$ cat src/design/tmdq_pkg.sv
// Package for the first-match dequeue queue: actions, word types, entry type.
// Used by tmdq_cell and tag_match_dequeue_fifo_unit; depends on nothing.
`default_nettype none
package tmdq_pkg;

  localparam int QueueDepthDef = 16;
  localparam int IdW   = 16;
  localparam int PrefW = 3;
  localparam int CountW = 5;

  typedef enum logic [1:0] {
    ACT_ENQ      = 2'd0,
    ACT_DEQ_HEAD = 2'd1,
    ACT_DEQ_MTCH = 2'd2,
    ACT_NONE     = 2'd3
  } action_t;

  typedef struct packed {
    action_t            action;
    logic [IdW-1:0]     patient_id;
    logic [PrefW-1:0]   doctor_pref;
    logic [PrefW-1:0]   free_server;
  } in_t;

  typedef struct packed {
    logic               found;
    logic [IdW-1:0]     out_id;
    logic [PrefW-1:0]   out_pref;
    logic [CountW-1:0]  count;
    logic               rejected;
  } out_t;

  typedef struct packed {
    logic [IdW-1:0]     id;
    logic [PrefW-1:0]   pref;
  } entry_t;

endpackage
`default_nettype wire

$ cat src/design/tmdq_cell.sv
// One slot of the queue: holds an entry, compares it, passes the hit and the
// selected entry down the chain and takes its right neighbour on removal.
// Depends on tmdq_pkg.
`default_nettype none
module tmdq_cell
  import tmdq_pkg::*;
#(
  parameter int QUEUE_DEPTH = QueueDepthDef,
  parameter int IDX = 0,
  localparam int CntW = $clog2(QUEUE_DEPTH + 1)
) (
  input  wire logic            clk,
  input  wire logic            load,
  input  wire in_t             req,
  input  wire logic [CntW-1:0] count,
  input  wire logic            hit_in,
  input  wire entry_t          sel_in,
  input  wire entry_t          nbr_in,
  output logic                 hit_out,
  output entry_t               sel_out,
  output entry_t               ent_out
);

  localparam logic [CntW-1:0] MyIdx = CntW'(IDX);

  entry_t ent_r, ent_nxt;
  logic   occupied, match, is_deq;

  always_comb begin
    occupied = (MyIdx < count);
    is_deq   = 1'b0;
    match    = 1'b0;
    case (req.action)
      ACT_DEQ_HEAD: begin
        is_deq = 1'b1;
        match  = occupied;
      end
      ACT_DEQ_MTCH: begin
        is_deq = 1'b1;
        match  = occupied && ((ent_r.pref == '0) || (ent_r.pref == req.free_server));
      end
      default: begin
        is_deq = 1'b0;
        match  = 1'b0;
      end
    endcase
  end

  assign hit_out = hit_in | match;
  // first hit in the chain claims the output word
  assign sel_out = (match && !hit_in) ? ent_r : sel_in;
  assign ent_out = ent_r;

  always_comb begin
    ent_nxt = ent_r;
    if (is_deq && hit_out) begin
      ent_nxt = nbr_in;
    end else if ((req.action == ACT_ENQ) && (count == MyIdx)) begin
      ent_nxt.id   = req.patient_id;
      ent_nxt.pref = req.doctor_pref;
    end
  end

  always_ff @(posedge clk) begin
    if (load) begin
      ent_r <= ent_nxt;
    end
  end

endmodule
`default_nettype wire

$ cat src/design/tag_match_dequeue_fifo_unit.sv
// Queue with head and first-match dequeue, built as a chain of tmdq_cell slots.
// The result word is registered: it appears on out_data with out_strobe in the
// cycle after the accepting cycle. Throughput: one request per cycle; busy stays low,
// the compare and shift in every slot finish within the accepting cycle.
// Reset (rst_n, synchronous) empties the queue; slot contents are not cleared.
// The receiver cannot stall. Depends on tmdq_pkg and tmdq_cell.
`default_nettype none
module tag_match_dequeue_fifo_unit
  import tmdq_pkg::*;
#(
  parameter int QUEUE_DEPTH = QueueDepthDef
) (
  input  wire logic clk,
  input  wire logic rst_n,
  input  wire logic start,
  output logic      busy,
  input  wire in_t  in_data,
  output logic      out_strobe,
  output out_t      out_data
);

  localparam int CntW = $clog2(QUEUE_DEPTH + 1);
  localparam logic [CntW-1:0] Full = CntW'(QUEUE_DEPTH);

  logic [CntW-1:0] count_r, count_nxt;
  logic            strobe_r;
  out_t            out_r, out_nxt;
  logic            accept;

  logic   hit [QUEUE_DEPTH+1];
  entry_t sel [QUEUE_DEPTH+1];
  entry_t ent [QUEUE_DEPTH];

  assign busy   = 1'b0;
  assign accept = start;

  assign hit[0] = 1'b0;
  assign sel[0] = '0;

  for (genvar i = 0; i < QUEUE_DEPTH; i++) begin : g_cell
    entry_t nbr;
    if (i == QUEUE_DEPTH - 1) begin : g_last
      assign nbr = ent[i];
    end else begin : g_mid
      assign nbr = ent[i+1];
    end
    tmdq_cell #(
      .QUEUE_DEPTH (QUEUE_DEPTH),
      .IDX         (i)
    ) u_cell (
      .clk     (clk),
      .load    (accept),
      .req     (in_data),
      .count   (count_r),
      .hit_in  (hit[i]),
      .sel_in  (sel[i]),
      .nbr_in  (nbr),
      .hit_out (hit[i+1]),
      .sel_out (sel[i+1]),
      .ent_out (ent[i])
    );
  end

  always_comb begin
    count_nxt        = count_r;
    out_nxt          = '0;
    out_nxt.found    = hit[QUEUE_DEPTH];
    out_nxt.out_id   = sel[QUEUE_DEPTH].id;
    out_nxt.out_pref = sel[QUEUE_DEPTH].pref;
    case (in_data.action)
      ACT_ENQ: begin
        if (count_r == Full) begin
          out_nxt.rejected = 1'b1;
        end else begin
          count_nxt = count_r + 1'b1;
        end
      end
      ACT_DEQ_HEAD, ACT_DEQ_MTCH: begin
        if (hit[QUEUE_DEPTH]) begin
          count_nxt = count_r - 1'b1;
        end
      end
      default: begin
        count_nxt = count_r;
      end
    endcase
    out_nxt.count = CountW'(count_nxt);
  end

  always_ff @(posedge clk) begin
    if (!rst_n) begin
      count_r  <= '0;
      strobe_r <= 1'b0;
    end else begin
      strobe_r <= accept;
      if (accept) begin
        count_r <= count_nxt;
      end
    end
  end

  // hold the result word for its single strobe cycle
  always_ff @(posedge clk) begin
    if (accept) begin
      out_r <= out_nxt;
    end
  end

  assign out_strobe = strobe_r;
  assign out_data   = out_r;

endmodule
`default_nettype wire

$ cat config.mk
export PLATFORM = sky130hd
export DESIGN_NAME = tag_match_dequeue_fifo_unit
export DESIGN_NICKNAME = d
export VERILOG_FILES = /design/src/design/tmdq_pkg.sv /design/src/design/tmdq_cell.sv /design/src/design/tag_match_dequeue_fifo_unit.sv
export SDC_FILE = /design/constraint.sdc
export NUM_CORES = 1
export LEC_CHECK = 0
export ABC_CLOCK_PERIOD_IN_PS = 13050
export CAP_MARGIN = 10
export CORE_MARGIN = 3
export CORE_UTILIZATION = 50
export CTS_CLUSTER_SIZE = 10
export DETAILED_ROUTE_END_ITERATION = 7
export DONT_BUFFER_PORTS = 1
export GPL_TIMING_DRIVEN = 0
export PLACE_DENSITY_LB_ADDON = 0.2
export SLEW_MARGIN = 10
export SYNTH_ARGS = -nofsm -noshare
export SYNTH_HDL_FRONTEND = slang
export SYNTH_SLANG_ARGS = --single-unit
$ cat constraint.sdc
create_clock -name clk -period 13.05 [get_ports clk]
set_input_delay 1.305 -clock clk [delete_from_list [all_inputs] [get_ports clk]]
set_output_delay 1.305 -clock clk [all_outputs]
set_load 0.05 [all_outputs]
## Word level (Yosys, flattened, before mapping)

Index checks and enable logic that the tools add are counted.

| storage, ports and cells | value |
|---|---|
| memory bits (read-only) | 0 |
| flip-flop bits (word level) | 336 |
| bits in latches | 0 |
| memories | 0 |
| output and inout bits | 28 |
| bits of input ports | 27 |
| logic and storage cells | 318 |
| RAM bits | 0 |

| operators by class | value |
|---|---|
| reduce and logical (&&, ||, !) cells | 144 |
| bitwise logic cells | 16 |
| divide/modulo/power cells | 0 |
| shift-type cells | 0 |
| multipliers | 0 |
| order comparisons | 16 |
| equal/unequal tests | 34 |
| multiplexer cells | 67 |
| add/subtract/negate cells | 2 |

Operators with widths:

| kind | count |
|---|---|
| $mux 19 | 46 |
| $logic_and 1x1->1 | 63 |
| $eq 3x3->1 | 16 |
| $logic_not 3->1 | 16 |
| $eq 5x4->1 const B | 8 |
| $lt 4x5->1 const A | 8 |
| $pmux 1 s2 | 16 |
| $reduce_and 2->1 | 15 |
| $reduce_bool 2->1 | 15 |
| $eq 5x3->1 const B | 4 |
| $lt 3x5->1 const A | 4 |
| $logic_or 1x1->1 | 16 |
| $logic_not 1->1 | 15 |
| $or 1x1->1 | 15 |
| $eq 5x2->1 const B | 2 |
| $lt 1x5->1 const A | 2 |
| $lt 2x5->1 const A | 2 |
| $mux 5 | 2 |
| $pmux 5 s2 | 1 |
| $add 5x1->5 const B | 1 |
| $eq 5x1->1 const B | 1 |
| $eq 5x5->1 const B | 1 |
| $logic_not 5->1 | 1 |
| $sub 5x1->5 const B | 1 |
| other kinds (7) | 8 |

## Longest topological paths before layout

Gate-level depths: netlist of the first run.

| depth | value |
|---|---|
| depth after elaboration | 22 |
| gate-level depth with buffers | 18 |
| depth with buffers taken out | 12 |

## Hierarchy

A second synthesis of the first run with hierarchy kept.

| second synthesis, totals | value |
|---|---|
| cell total of the unflattened synthesis | 1783 |
| area total of the unflattened synthesis | 22790.6 um^2 |

By module, submodules not included:

| module | area an instance (um^2) | cells each | instances |
|---|---|---|---|
| tmdq_cell at g_cell[7].u_cell | 2113.3 | 273 | 1 |
| tmdq_cell at g_cell[3].u_cell | 1347.5 | 93 | 1 |
| tag_match_dequeue_fifo_unit | 1346.3 | 99 | 1 |
| tmdq_cell at g_cell[6].u_cell | 1306.3 | 94 | 1 |
| tmdq_cell at g_cell[12].u_cell | 1305.0 | 95 | 1 |
| tmdq_cell at g_cell[13].u_cell | 1303.8 | 94 | 1 |
| tmdq_cell at g_cell[10].u_cell | 1300.0 | 95 | 1 |
| tmdq_cell at g_cell[11].u_cell | 1300.0 | 91 | 1 |
| tmdq_cell at g_cell[14].u_cell | 1296.2 | 94 | 1 |
| tmdq_cell at g_cell[4].u_cell | 1296.2 | 95 | 1 |
| tmdq_cell at g_cell[0].u_cell | 1290.0 | 95 | 1 |
| tmdq_cell at g_cell[9].u_cell | 1287.5 | 95 | 1 |
| tmdq_cell at g_cell[2].u_cell | 1286.2 | 95 | 1 |
| tmdq_cell at g_cell[15].u_cell | 1270.0 | 91 | 1 |
| +3 rows | n/a | n/a | n/a |

## Worst setup path after synthesis of the first run

Ideal clock, no wire load.

| timing | value |
|---|---|
| path type | input -> register |
| start | input port in_data[23] (netlist bit) |
| end | register g_cell[15].u_cell.ent_r (netlist bit g_cell[15].u_cell.ent_out[0]) (enable) |
| path buffers | 1 |
| path slack | 7.058 ns |
| arrival time | 5.541 ns |
| cell stages on the path | 11 |
| cells stage by stage | inv_1 > ha_1 > clkbuf_1 > o21ai_1 > nor2_1 > o31a_1 > nor4_4 > nand4_4 > nor4_4 > inv_1 > nor4b_1 |

| between the ends | value |
|---|---|
| longest elaborated chain between the ends | 20 |

RTL lines:

| item | line | source |
|---|---|---|
| start, declared | tag_match_dequeue_fifo_unit.sv:17 | `input wire in_t in_data,` |
| $eq 2x2->1 or $eq 2x1->1 (tied branches) | tmdq_cell.sv:33 | `case (req.action)` |
| $pmux 1 s2 | tmdq_cell.sv:33 |  |
| $or 1x1->1 (14 in series) | tmdq_cell.sv:49 | `assign hit_out = hit_in \| match;` |
| $or 1x1->1 (*) | tmdq_cell.sv:49 |  |
| net g_cell[15].u_cell.hit_out | tmdq_cell.sv:19 | `output logic hit_out,` |
| $logic_and 1x1->1 (*) | tmdq_cell.sv:56 | `if (is_deq && hit_out) begin` |
| $not 1->1 (no source line) (*) | n/a |  |
| $reduce_and 3->1 (no source line) (*) | n/a |  |
| end signal, assigned | tmdq_cell.sv:66 | `ent_r <= ent_nxt;` |
| end, declared | tmdq_cell.sv:26 | `entry_t ent_r, ent_nxt;` |

Mark *: on every way through the listed nets, which the timed path passes. The rest lies on a longest branch.
A chain may end at the register's enable or synchronous reset.

## Final worst setup path of the first run

| timing | value |
|---|---|
| start | input port in_data[23] (netlist bit) |
| end | register g_cell[15].u_cell.ent_r (netlist bit g_cell[15].u_cell.ent_out[10]) (enable) |

The elaborated chain is that of the path after synthesis.

==> impl_metrics.env, run 1 <==
export IMPL_outcome="completed"
export IMPL_syn_nets=1551
export IMPL_critPathSlowestCell="o21ai_1"
export IMPL_cts_tree="yes"
export IMPL_routed_wl_mm=55.5
export IMPL_syn_to_final_growth_pct=11.4
export IMPL_vias=13600
export IMPL_peakVddDrop_mv=0.112
export IMPL_drt_iter0_drc=1495
export IMPL_max_cap_violations=0
export IMPL_synth_warning_count=0
export IMPL_yosys_register_bits=336
export IMPL_drive_gt1_share_pct=27.1
export IMPL_fin_tns_setup_ns=0
export IMPL_cp_num_buf_inv=6
export IMPL_drc=0
export IMPL_wl_per_cell_um=27.1
export IMPL_ys_seq_area_share_pct=54.5
export IMPL_core_um2=35900
export IMPL_critical_path_class="in2reg"
export IMPL_fin_crit_ns=5.97
export IMPL_netlist_area_um2=18400
export IMPL_synth_most_common_cell="edfxtp_1"
export IMPL_crit_chain="inv_1 -> ha_1 -> clkbuf_1 -> o21ai_1 -> nor2_1 -> o31a_1 -> nor4_4 -> nand4_4 -> nor4_4 -> inv_1 -> nor4b_2 -> buf_4 -> buf_2 -> buf_4"
export IMPL_finalClockSkew_ns=0.0215
export IMPL_grt_pass1_vias=13100
export IMPL_fmax_mhz=168
export IMPL_max_stage_delay_ns=0.80
export IMPL_die_area_um2=39100
export IMPL_numCtsBuffers=42
export IMPL_regArea_um2=10000
export IMPL_io_pin_count=55
export IMPL_powerDensity_nw_per_um2=147
export IMPL_hold_buffers=0
export IMPL_fin_cells=2048
export IMPL_critPathMaxFanout=10
export IMPL_grt_overflow=0
export IMPL_port_buffers=0
export IMPL_grt_max_degree=32
export IMPL_ctsResizeCount=0
export IMPL_maxSlewHeadroom_pct=24.1
export IMPL_post_route_util_pct=57.1
export IMPL_num_antenna_cells=0
export IMPL_start_util_pct=51.2
export IMPL_die_x_um=198
export IMPL_crit_arrival_ns=6.26
export IMPL_endpoint_kind="flip-flop"
export IMPL_startpoint_type="primary input"
export IMPL_yosys_area_top_type_share_pct=53.9
export IMPL_synth_area_leader_cell="edfxtp_1"
export IMPL_cts_root_buffer="clkbuf_16"
export IMPL_vias_per_cell=6.63
export IMPL_hold_viol=0
export IMPL_setup_viol=0
export IMPL_multiInputGateArea_um2=7730
export IMPL_dr_pass1_iters=6
export IMPL_cts_clk_slew_worst_paths_ns=0.05
export IMPL_post_route_period_util_pct=45.7
export IMPL_grt_usage_pct=28.2
export IMPL_gp_congestion=0.943
export IMPL_cp_required_ns=13.34
export IMPL_n_fill_cell=2959
export IMPL_ys_top_cells_by_area="edfxtp_1 (54%), mux2_2 (15%), nand2_1 (3.5%)"
export IMPL_cts_setup_buffers=0
export IMPL_grt_setup_unrepaired="no"
export IMPL_ant_nets=0
export IMPL_hpwl_mm=40.9
export IMPL_clock_latency_ns=0.58
export IMPL_hp_class="reg2reg"
export IMPL_nets=1610
export IMPL_cp_top_family="simple AND/OR/NAND/NOR gates"
export IMPL_synth_async_reset_ratio_pct=0
export IMPL_die_y_um=198
export IMPL_slew_violations=0
export IMPL_synth_flop_cell="edfxtp_1"
export IMPL_static_leakage_power_nw=6.94
export IMPL_cts_sinks=336
export IMPL_worstMarginPinSlew_ns=1.13
export IMPL_cts_max_path_buffers=3
export IMPL_dp_cells=1991
export IMPL_synth_edff_count=330
export IMPL_netlist_instances=1515
export IMPL_h_tree_depth=2
export IMPL_grt_first_pass_wirelength_mm=83.0
export IMPL_yosysUniqueCellTypes=86
export IMPL_rows=69
export IMPL_synthTopCellsByCount="edfxtp_1 (330), mux2_2 (248), nand2_1 (171)"
export IMPL_antenna_found_initial=1
export IMPL_avgSynthCellArea_um2=12.1
layout by cell type, fill, tap and decap left out, types with 11 or more instances in the layout:
cell type and count:
clkbuf_16 42, o221ai_1 14, mux2_2 248, a221oi_1 16, or2_2 12, a21oi_1 59
a22oi_1 31, clkbuf_1 71, edfxtp_1 330, inv_1 27, and3_1 23, nand3_1 30
o22ai_1 20, buf_4 11, nor2_1 50, nor2b_1 11, buf_6 18, o21ai_1 15
nand2_1 171, a222oi_1 17, o21ai_0 69, buf_2 27, nand2b_1 13, a31oi_1 13
nor4_1 14, a22o_1 11, xnor2_1 15
final cells by class:
cell class / instances / area share (%)
Buffer: 120 / 3.00
Clock buffer: 43 / 5.15
Clock inverter: 14 / 1.02
Inverter: 28 / 0.513
Multi-Input combinational cell: 1031 / 37.7
Sequential cell: 336 / 48.9
Tap cell: 461 / 2.81
Timing Repair Buffer: 15 / 0.885
metal layers:
metal	up-vias	track usage, %	routed length (um)
met3	106	4.48	4620
met1	6776	39.9	23400
met5	-	0	0
li1	5997	-	-
met2	698	44.7	25800
met4	0	9.49	1650
where the power goes:
| part | switching, mW | internal, mW | total [mW] |
|---|---|---|---|
| sequential | 0.0799 | 1.31 | 1.39 |
| clock | 0.452 | 0.659 | 1.11 |
| combinational | 0.307 | 0.218 | 0.525 |
path summary, 6_finish.rpt:
| kind | start | to | slack, ns | cells after the start |
|---|---|---|---|---|
| setup reg to reg | count_r[3] | g_cell[15].u_cell.ent_out[10] | 7.53 | 13 |
| setup / recovery | in_data[23] | g_cell[15].u_cell.ent_out[10] | 7.08 | 14 |
| hold reg to reg | g_cell[3].u_cell.ent_out[11] | g_cell[2].u_cell.ent_out[11] | 0.55 | 2 |
| hold / removal | g_cell[3].u_cell.ent_out[11] | g_cell[2].u_cell.ent_out[11] | 0.55 | 2 |
worst reg2reg max path, stage by stage (launching register included):
cell and delay, ns:
dfxtp_1 0.29, clkbuf_1 0.22, nor3_1 0.83, nand2_1 0.21, o21ai_1 0.30, a311o_1 0.24, clkbuf_1 0.52, nand4_4 0.31
nor4_4 0.61, inv_1 0.33, nor4b_2 0.66, buf_4 0.30, buf_2 0.22, buf_4 0.19
metrics by stage:
stage | cell area (um2) | worst slack [ns] | hold slack [ns] | total power, mW
2_1_floorplan | 18400 | 7.06 | 0.511 | 1.76
3_3_place_gp | 19000 | 3.59 | 0.523 | 1.90
3_5_place_dp | 19200 | 6.58 | 0.532 | 1.92
4_1_cts | 20500 | 7.18 | 0.545 | 3.03
5_1_grt | 20500 | 6.79 | 0.566 | 3.11
6_report | 20500 | 7.08 | 0.548 | 3.02
sequential cells by signal, summed over array words and instances (netlist names):
register	cells
g_cell.u_cell.ent_out	304
count_r	5
out_data	26
out_strobe	1
cell families after synthesis:
kind of cell | synth area share, %
buf+inv | 3.92
compound gates | 13.6
fa+ha+maj | 0.612
flops | 54.5
simple gates | 11.2
mux | 15.3
xor+xnor | 0.809
other cells | 0.0204
No activity file was read; power rests on OpenSTA's default activity.
==> run 2: changes to the inputs <==
--- a/config.mk
+++ b/config.mk
@@ -5,7 +5,7 @@
 export SDC_FILE = /design/constraint.sdc
 export NUM_CORES = 1
 export LEC_CHECK = 0
-export ABC_CLOCK_PERIOD_IN_PS = 13050
+export ABC_CLOCK_PERIOD_IN_PS = 5700
 export CAP_MARGIN = 10
 export CORE_MARGIN = 3
 export CORE_UTILIZATION = 50
==> constraint.sdc (replaced) <==
create_clock -name clk -period 5.7 [get_ports clk]
set_input_delay 0.57 -clock clk [delete_from_list [all_inputs] [get_ports clk]]
set_output_delay 0.57 -clock clk [all_outputs]
set_load 0.05 [all_outputs]
==> run 2 against run 1 <==
Compared with the run above:
- sequential power increased by 130%
- combinational power increased by 130%
- setup slack got worse by 6.7 ns
- design area about the same
- utilization about the same
- count of clock-buffer cells in the layout unchanged
- wire length decreased by 0.12%
- largest cell class unchanged
- via count decreased by 0.24%
- global-route usage unchanged
- first-iteration DRC count increased by 1.7%
==> impl_metrics.env, run 2 (synthesis gave the netlist of run 1 again) <==
export IMPL_static_leakage_power_nw=6.94
export IMPL_routed_wl_mm=55.4
export IMPL_nets=1610
export IMPL_wl_per_cell_um=27.1
export IMPL_cts_setup_buffers=0
export IMPL_hp_class="in2reg"
export IMPL_crit_arrival_ns=5.63
export IMPL_antenna_found_initial=1
export IMPL_drc=0
export IMPL_cts_clk_slew_worst_paths_ns=0.05
export IMPL_ant_nets=0
export IMPL_grt_usage_pct=28.2
export IMPL_fmax_mhz=188
export IMPL_vias_per_cell=6.61
export IMPL_grt_max_degree=32
export IMPL_grt_setup_unrepaired="no"
export IMPL_max_stage_delay_ns=0.86
export IMPL_cts_tree="yes"
export IMPL_peakVddDrop_mv=0.256
export IMPL_layout_commonest_cell="edfxtp_1"
export IMPL_largest_reg_flops=304
export IMPL_hold_buffers=0
export IMPL_gp_congestion=0.943
export IMPL_drt_iter0_drc=1521
export IMPL_powerDensity_nw_per_um2=337
export IMPL_numCtsBuffers=42
export IMPL_hold_path_end="g_cell[15].u_cell.ent_out[4]"
export IMPL_finalPower_mw=6.92
export IMPL_cts_sinks=336
export IMPL_setup_viol=0
export IMPL_hold_depth=0
export IMPL_reg2reg_setup_slack_ns=0.43
export IMPL_startpoint_type="primary input"
export IMPL_start_util_pct=51.2
export IMPL_port_buffers=0
export IMPL_die_y_um=198
export IMPL_post_route_util_pct=57.1
export IMPL_regArea_um2=10000
export IMPL_hold_viol=0
export IMPL_finalClockSkew_ns=0.0244
export IMPL_grt_first_pass_wirelength_mm=83.0
export IMPL_cts_max_path_buffers=3
export IMPL_die_x_um=198
export IMPL_crit_chain="inv_1 -> ha_1 -> clkbuf_1 -> o21ai_1 -> nor2_1 -> o31a_1 -> nor4_4 -> nand4_4 -> nor4_4 -> inv_1 -> nor4b_2 -> buf_4 -> buf_2 -> buf_4"
export IMPL_dr_pass1_iters=7
export IMPL_h_tree_depth=2
export IMPL_finalWorstSetupSlack_ns=0.372
export IMPL_num_antenna_cells=0
export IMPL_worstMarginPinSlew_ns=1.09
export IMPL_grt_overflow=0
export IMPL_critPathMaxFanout=10
export IMPL_maxSlewHeadroom_pct=27.2
export IMPL_slew_violations=0
export IMPL_rows=69
export IMPL_drive_gt1_share_pct=27.2
export IMPL_syn_to_final_growth_pct=11.4
export IMPL_grt_pass1_vias=13100
export IMPL_crit_cells=14
export IMPL_cp_num_buf_inv=6
export IMPL_ctsResizeCount=0
export IMPL_multiInputGateArea_um2=7730
export IMPL_r2r_start="count_r[1]"
export IMPL_clock_latency_ns=0.59
export IMPL_cp_top_family="simple AND/OR/NAND/NOR gates"
export IMPL_outcome="completed"
export IMPL_max_cap_violations=0
export IMPL_post_route_period_util_pct=93.5
export IMPL_io_pin_count=55
export IMPL_critPathSlowestCell="o21ai_1"
export IMPL_pre_cts_slack_ns=-0.0369
export IMPL_vias=13500
export IMPL_reg2reg_depth=14
export IMPL_cp_required_ns=6.00
export IMPL_min_from="in_data[7]"
export IMPL_reg2reg_to="g_cell[15].u_cell.ent_out[10]"
export IMPL_layout_common_cells="edfxtp_1 (330), mux2_2 (248), nand2_1 (171)"
export IMPL_endpoint_kind="flip-flop"
export IMPL_n_fill_cell=2957
export IMPL_hpwl_mm=40.9
export IMPL_core_um2=35900
export IMPL_fin_crit_ns=5.33
export IMPL_cts_root_buffer="clkbuf_16"
export IMPL_fin_tns_setup_ns=0
export IMPL_critical_path_class="in2reg"
export IMPL_die_area_um2=39100
[run 2: cell counts in the layout (fill, tap and decap cells not counted)]
No cell type changed its count.
[run 2: area by class of cell]
type	count	area share, %
repair buffers	15	0.885
multi-input cells	1031	37.7
well taps	461	2.81
plain buffers	120	3.00
clock inverters	14	1.02
clock buffers	43	5.14
inverters	28	0.513
flip-flops and latches	336	48.9
[run 2: layer usage]
metal  vias up  global-route usage [%]  part of all wire, %
met5         -                       0                    0
met4         0                    9.49                  3.1
met3       119                    4.48                  8.7
met2       718                    44.7                   46
met1      6717                    39.9                   42
li1       5990                       -                    -
[run 2: where the power goes]
| part | internal, mW | switching [mW] | total [mW] |
|---|---|---|---|
| registers | 2.99 | 0.182 | 3.17 |
| logic | 0.500 | 0.702 | 1.20 |
| clock network | 1.51 | 1.03 | 2.54 |
| total | 5.00 | 1.92 | 6.92 |
[run 2: how the worst max path moves through the flow]
stage	from	endpoint	slack [ns]
floorplan	in_data[23]	g_cell[15].u_cell.ent_out[0]	0.44
global placement	in_data[23]	g_cell[15].u_cell.ent_out[10]	-3.03
detailed placement	in_data[23]	g_cell[15].u_cell.ent_out[12]	-0.04
CTS	count_r[3]	g_cell[15].u_cell.ent_out[10]	0.19
global route	in_data[23]	g_cell[15].u_cell.ent_out[10]	0.17
finish	in_data[23]	g_cell[15].u_cell.ent_out[10]	0.37
[run 2: through the flow]
stage	cells	hold WS (ns)	cell area [um2]
after global placement	1976	0.523	19000
final	2048	0.0789	20500
after global routing	2048	0.0652	20500
after floorplan	1515	0.511	18400
after CTS	2048	0.0572	20500
after detailed placement	1991	0.532	19200
[run 2: worst reg2reg max path, stage by stage, from the launching register on]
cell	delay [ns]
dfxtp_1	0.39
clkbuf_1	0.34
inv_1	0.26
ha_1	0.20
nand2_1	0.09
o21ai_1	0.28
a311o_1	0.25
clkbuf_1	0.55
nand4_4	0.32
nor4_4	0.63
inv_1	0.32
nor4b_2	0.66
buf_4	0.30
buf_2	0.22
buf_4	0.19
==> run 3: changes to the inputs <==
--- a/config.mk
+++ b/config.mk
@@ -5,7 +5,7 @@
 export SDC_FILE = /design/constraint.sdc
 export NUM_CORES = 1
 export LEC_CHECK = 0
-export ABC_CLOCK_PERIOD_IN_PS = 5700
+export ABC_CLOCK_PERIOD_IN_PS = 5400
 export CAP_MARGIN = 10
 export CORE_MARGIN = 3
 export CORE_UTILIZATION = 50
==> constraint.sdc (replaced) <==
create_clock -name clk -period 5.4 [get_ports clk]
set_input_delay 0.54 -clock clk [delete_from_list [all_inputs] [get_ports clk]]
set_output_delay 0.54 -clock clk [all_outputs]
set_load 0.05 [all_outputs]
==> run 3 against run 2 <==
Compared with the run above:
- die area unchanged
- via count fell by 0.11%
- power grew 5.7%
- sequential share of layout area is essentially flat
- largest power group unchanged
==> impl_metrics.env, run 3 (synthesis gave the netlist of run 1 again) <==
export IMPL_grt_overflow=0
export IMPL_die_y_um=198
export IMPL_peakVddDrop_mv=0.270
export IMPL_max_stage_delay_ns=0.63
export IMPL_grt_pass1_vias=13100
export IMPL_crit_cells=14
export IMPL_cts_max_path_buffers=3
export IMPL_startpoint_type="flip-flop"
export IMPL_routed_wl_mm=55.5
export IMPL_finalClockSkew_ns=0.0239
export IMPL_cts_sinks=336
export IMPL_seqPwrFrac_pct=45.8
export IMPL_fin_crit_ns=5.09
export IMPL_cp_top_family="buffers and inverters"
export IMPL_syn_to_final_growth_pct=11.5
export IMPL_drive_gt1_share_pct=27.2
export IMPL_rows=69
export IMPL_finalWorstSetupSlack_ns=0.306
export IMPL_numCtsBuffers=42
export IMPL_vias=13500
export IMPL_static_leakage_power_nw=6.94
export IMPL_cp_required_ns=5.70
export IMPL_port_buffers=0
export IMPL_grt_max_degree=32
export IMPL_start_util_pct=51.2
export IMPL_setup_viol=0
export IMPL_layout_common_cells="edfxtp_1 (330), mux2_2 (248), nand2_1 (171)"
export IMPL_regArea_um2=10000
export IMPL_drc=0
export IMPL_gp_congestion=0.943
export IMPL_cts_clk_slew_worst_paths_ns=0.05
export IMPL_grt_first_pass_wirelength_mm=82.9
export IMPL_dr_pass1_iters=8
export IMPL_num_antenna_cells=0
export IMPL_h_tree_depth=2
export IMPL_crit_chain="clkbuf_1 -> inv_1 -> ha_1 -> nand2_1 -> o21ai_1 -> a311o_1 -> clkbuf_1 -> nand4_4 -> nor4_4 -> inv_1 -> nor4b_4 -> buf_4 -> buf_2 -> buf_4"
export IMPL_internal_power_mw=5.28
export IMPL_worstMarginPinSlew_ns=1.12
export IMPL_multiInputGateArea_um2=7740
export IMPL_n_fill_cell=2954
export IMPL_pre_cts_slack_ns=-0.307
export IMPL_io_pin_count=55
export IMPL_cp_num_buf_inv=7
export IMPL_reg2reg_depth=14
export IMPL_die_x_um=198
export IMPL_outcome="completed"
export IMPL_clock_latency_ns=0.59
export IMPL_critical_path_class="reg2reg"
export IMPL_wl_per_cell_um=27.1
export IMPL_layout_commonest_cell="edfxtp_1"
export IMPL_hold_depth=0
export IMPL_antenna_found_initial=1
export IMPL_endpoint_kind="flip-flop"
export IMPL_nets=1610
export IMPL_fmax_mhz=196
export IMPL_cts_root_buffer="clkbuf_16"
export IMPL_post_route_period_util_pct=94.3
export IMPL_fin_tns_setup_ns=0
export IMPL_grt_usage_pct=28.2
export IMPL_cts_tree="yes"
export IMPL_hpwl_mm=40.9
export IMPL_largest_reg_flops=304
export IMPL_grt_setup_unrepaired="no"
export IMPL_power_switching_mw=2.03
export IMPL_vias_per_cell=6.61
export IMPL_drt_iter0_drc=1519
export IMPL_slew_violations=0
export IMPL_hold_buffers=0
export IMPL_post_route_util_pct=57.1
export IMPL_core_um2=35900
export IMPL_switching_share_pct=27.8
export IMPL_critPathMaxFanout=10
export IMPL_powerDensity_nw_per_um2=356
export IMPL_critPathSlowestCell="nor4_4"
export IMPL_maxSlewHeadroom_pct=24.7
export IMPL_die_area_um2=39100
export IMPL_crit_arrival_ns=5.39
export IMPL_hp_class="in2reg"
export IMPL_max_cap_violations=0
export IMPL_hold_viol=0
export IMPL_clock_power_share_pct=36.8
export IMPL_cts_setup_buffers=0
export IMPL_ant_nets=0
export IMPL_pwr_share_comb_pct=17.4
## run 3: cell count changes in the layout (fill, tap and decap cells not counted)
cell     before  now
nor4b_2       1    0
nor4b_4       0    1
o21ai_1      15   14
o21ai_2       4    5
## run 3: path summary, 6_finish.rpt
kind                                from                             to  slack (ns)
min reg2reg  g_cell[9].u_cell.ent_out[5]    g_cell[8].u_cell.ent_out[5]        0.55
max                           count_r[1]  g_cell[15].u_cell.ent_out[10]        0.31
min                           in_data[7]   g_cell[15].u_cell.ent_out[4]        0.05
max reg2reg                   count_r[1]  g_cell[15].u_cell.ent_out[10]        0.31
## run 3: repair_timing
item / in CTS / in global routing
pin swaps: 0 / 0
cloned: 0 / 0
endpoints found under the setup margin: 5 / 5
gates resized for setup: 1 / 2
## run 3: metal layers
metal	share of wire [%]	vias to the layer above	GRT usage (%)
met5	0	-	0
met4	3.0	0	9.31
met3	8.1	113	4.29
met2	46	702	44.7
met1	43	6724	40.0
li1	-	5990	-
## run 3: stage by stage
stage	total power, mW	instances	hold WS, ns	cell area, um2
floorplan	4.26	1515	0.511	18400
global placement	4.58	1976	0.523	19000
detailed placement	4.64	1991	0.532	19200
CTS	7.32	2048	0.0272	20500
global route	7.53	2048	0.0352	20500
finish	7.31	2048	0.0499	20500
## run 3: cell type report
class	instances	share of cell area (%)
well taps	461	2.81
clock buffers	43	5.14
plain buffers	120	3.00
flip-flops and latches	336	48.9
inverters	28	0.512
repair buffers	15	0.884
clock inverters	14	1.02
multi-input cells	1031	37.7
## run 3: power by group through the flow
stage                     logic [mW]  clock network, mW  registers (mW)
after global placement          1.18                  0            3.40
after CTS                       1.25               2.72            3.35
final                           1.27               2.69            3.35
after detailed placement        1.24                  0            3.40
after floorplan                0.891                  0            3.37
after global routing            1.35               2.81            3.37
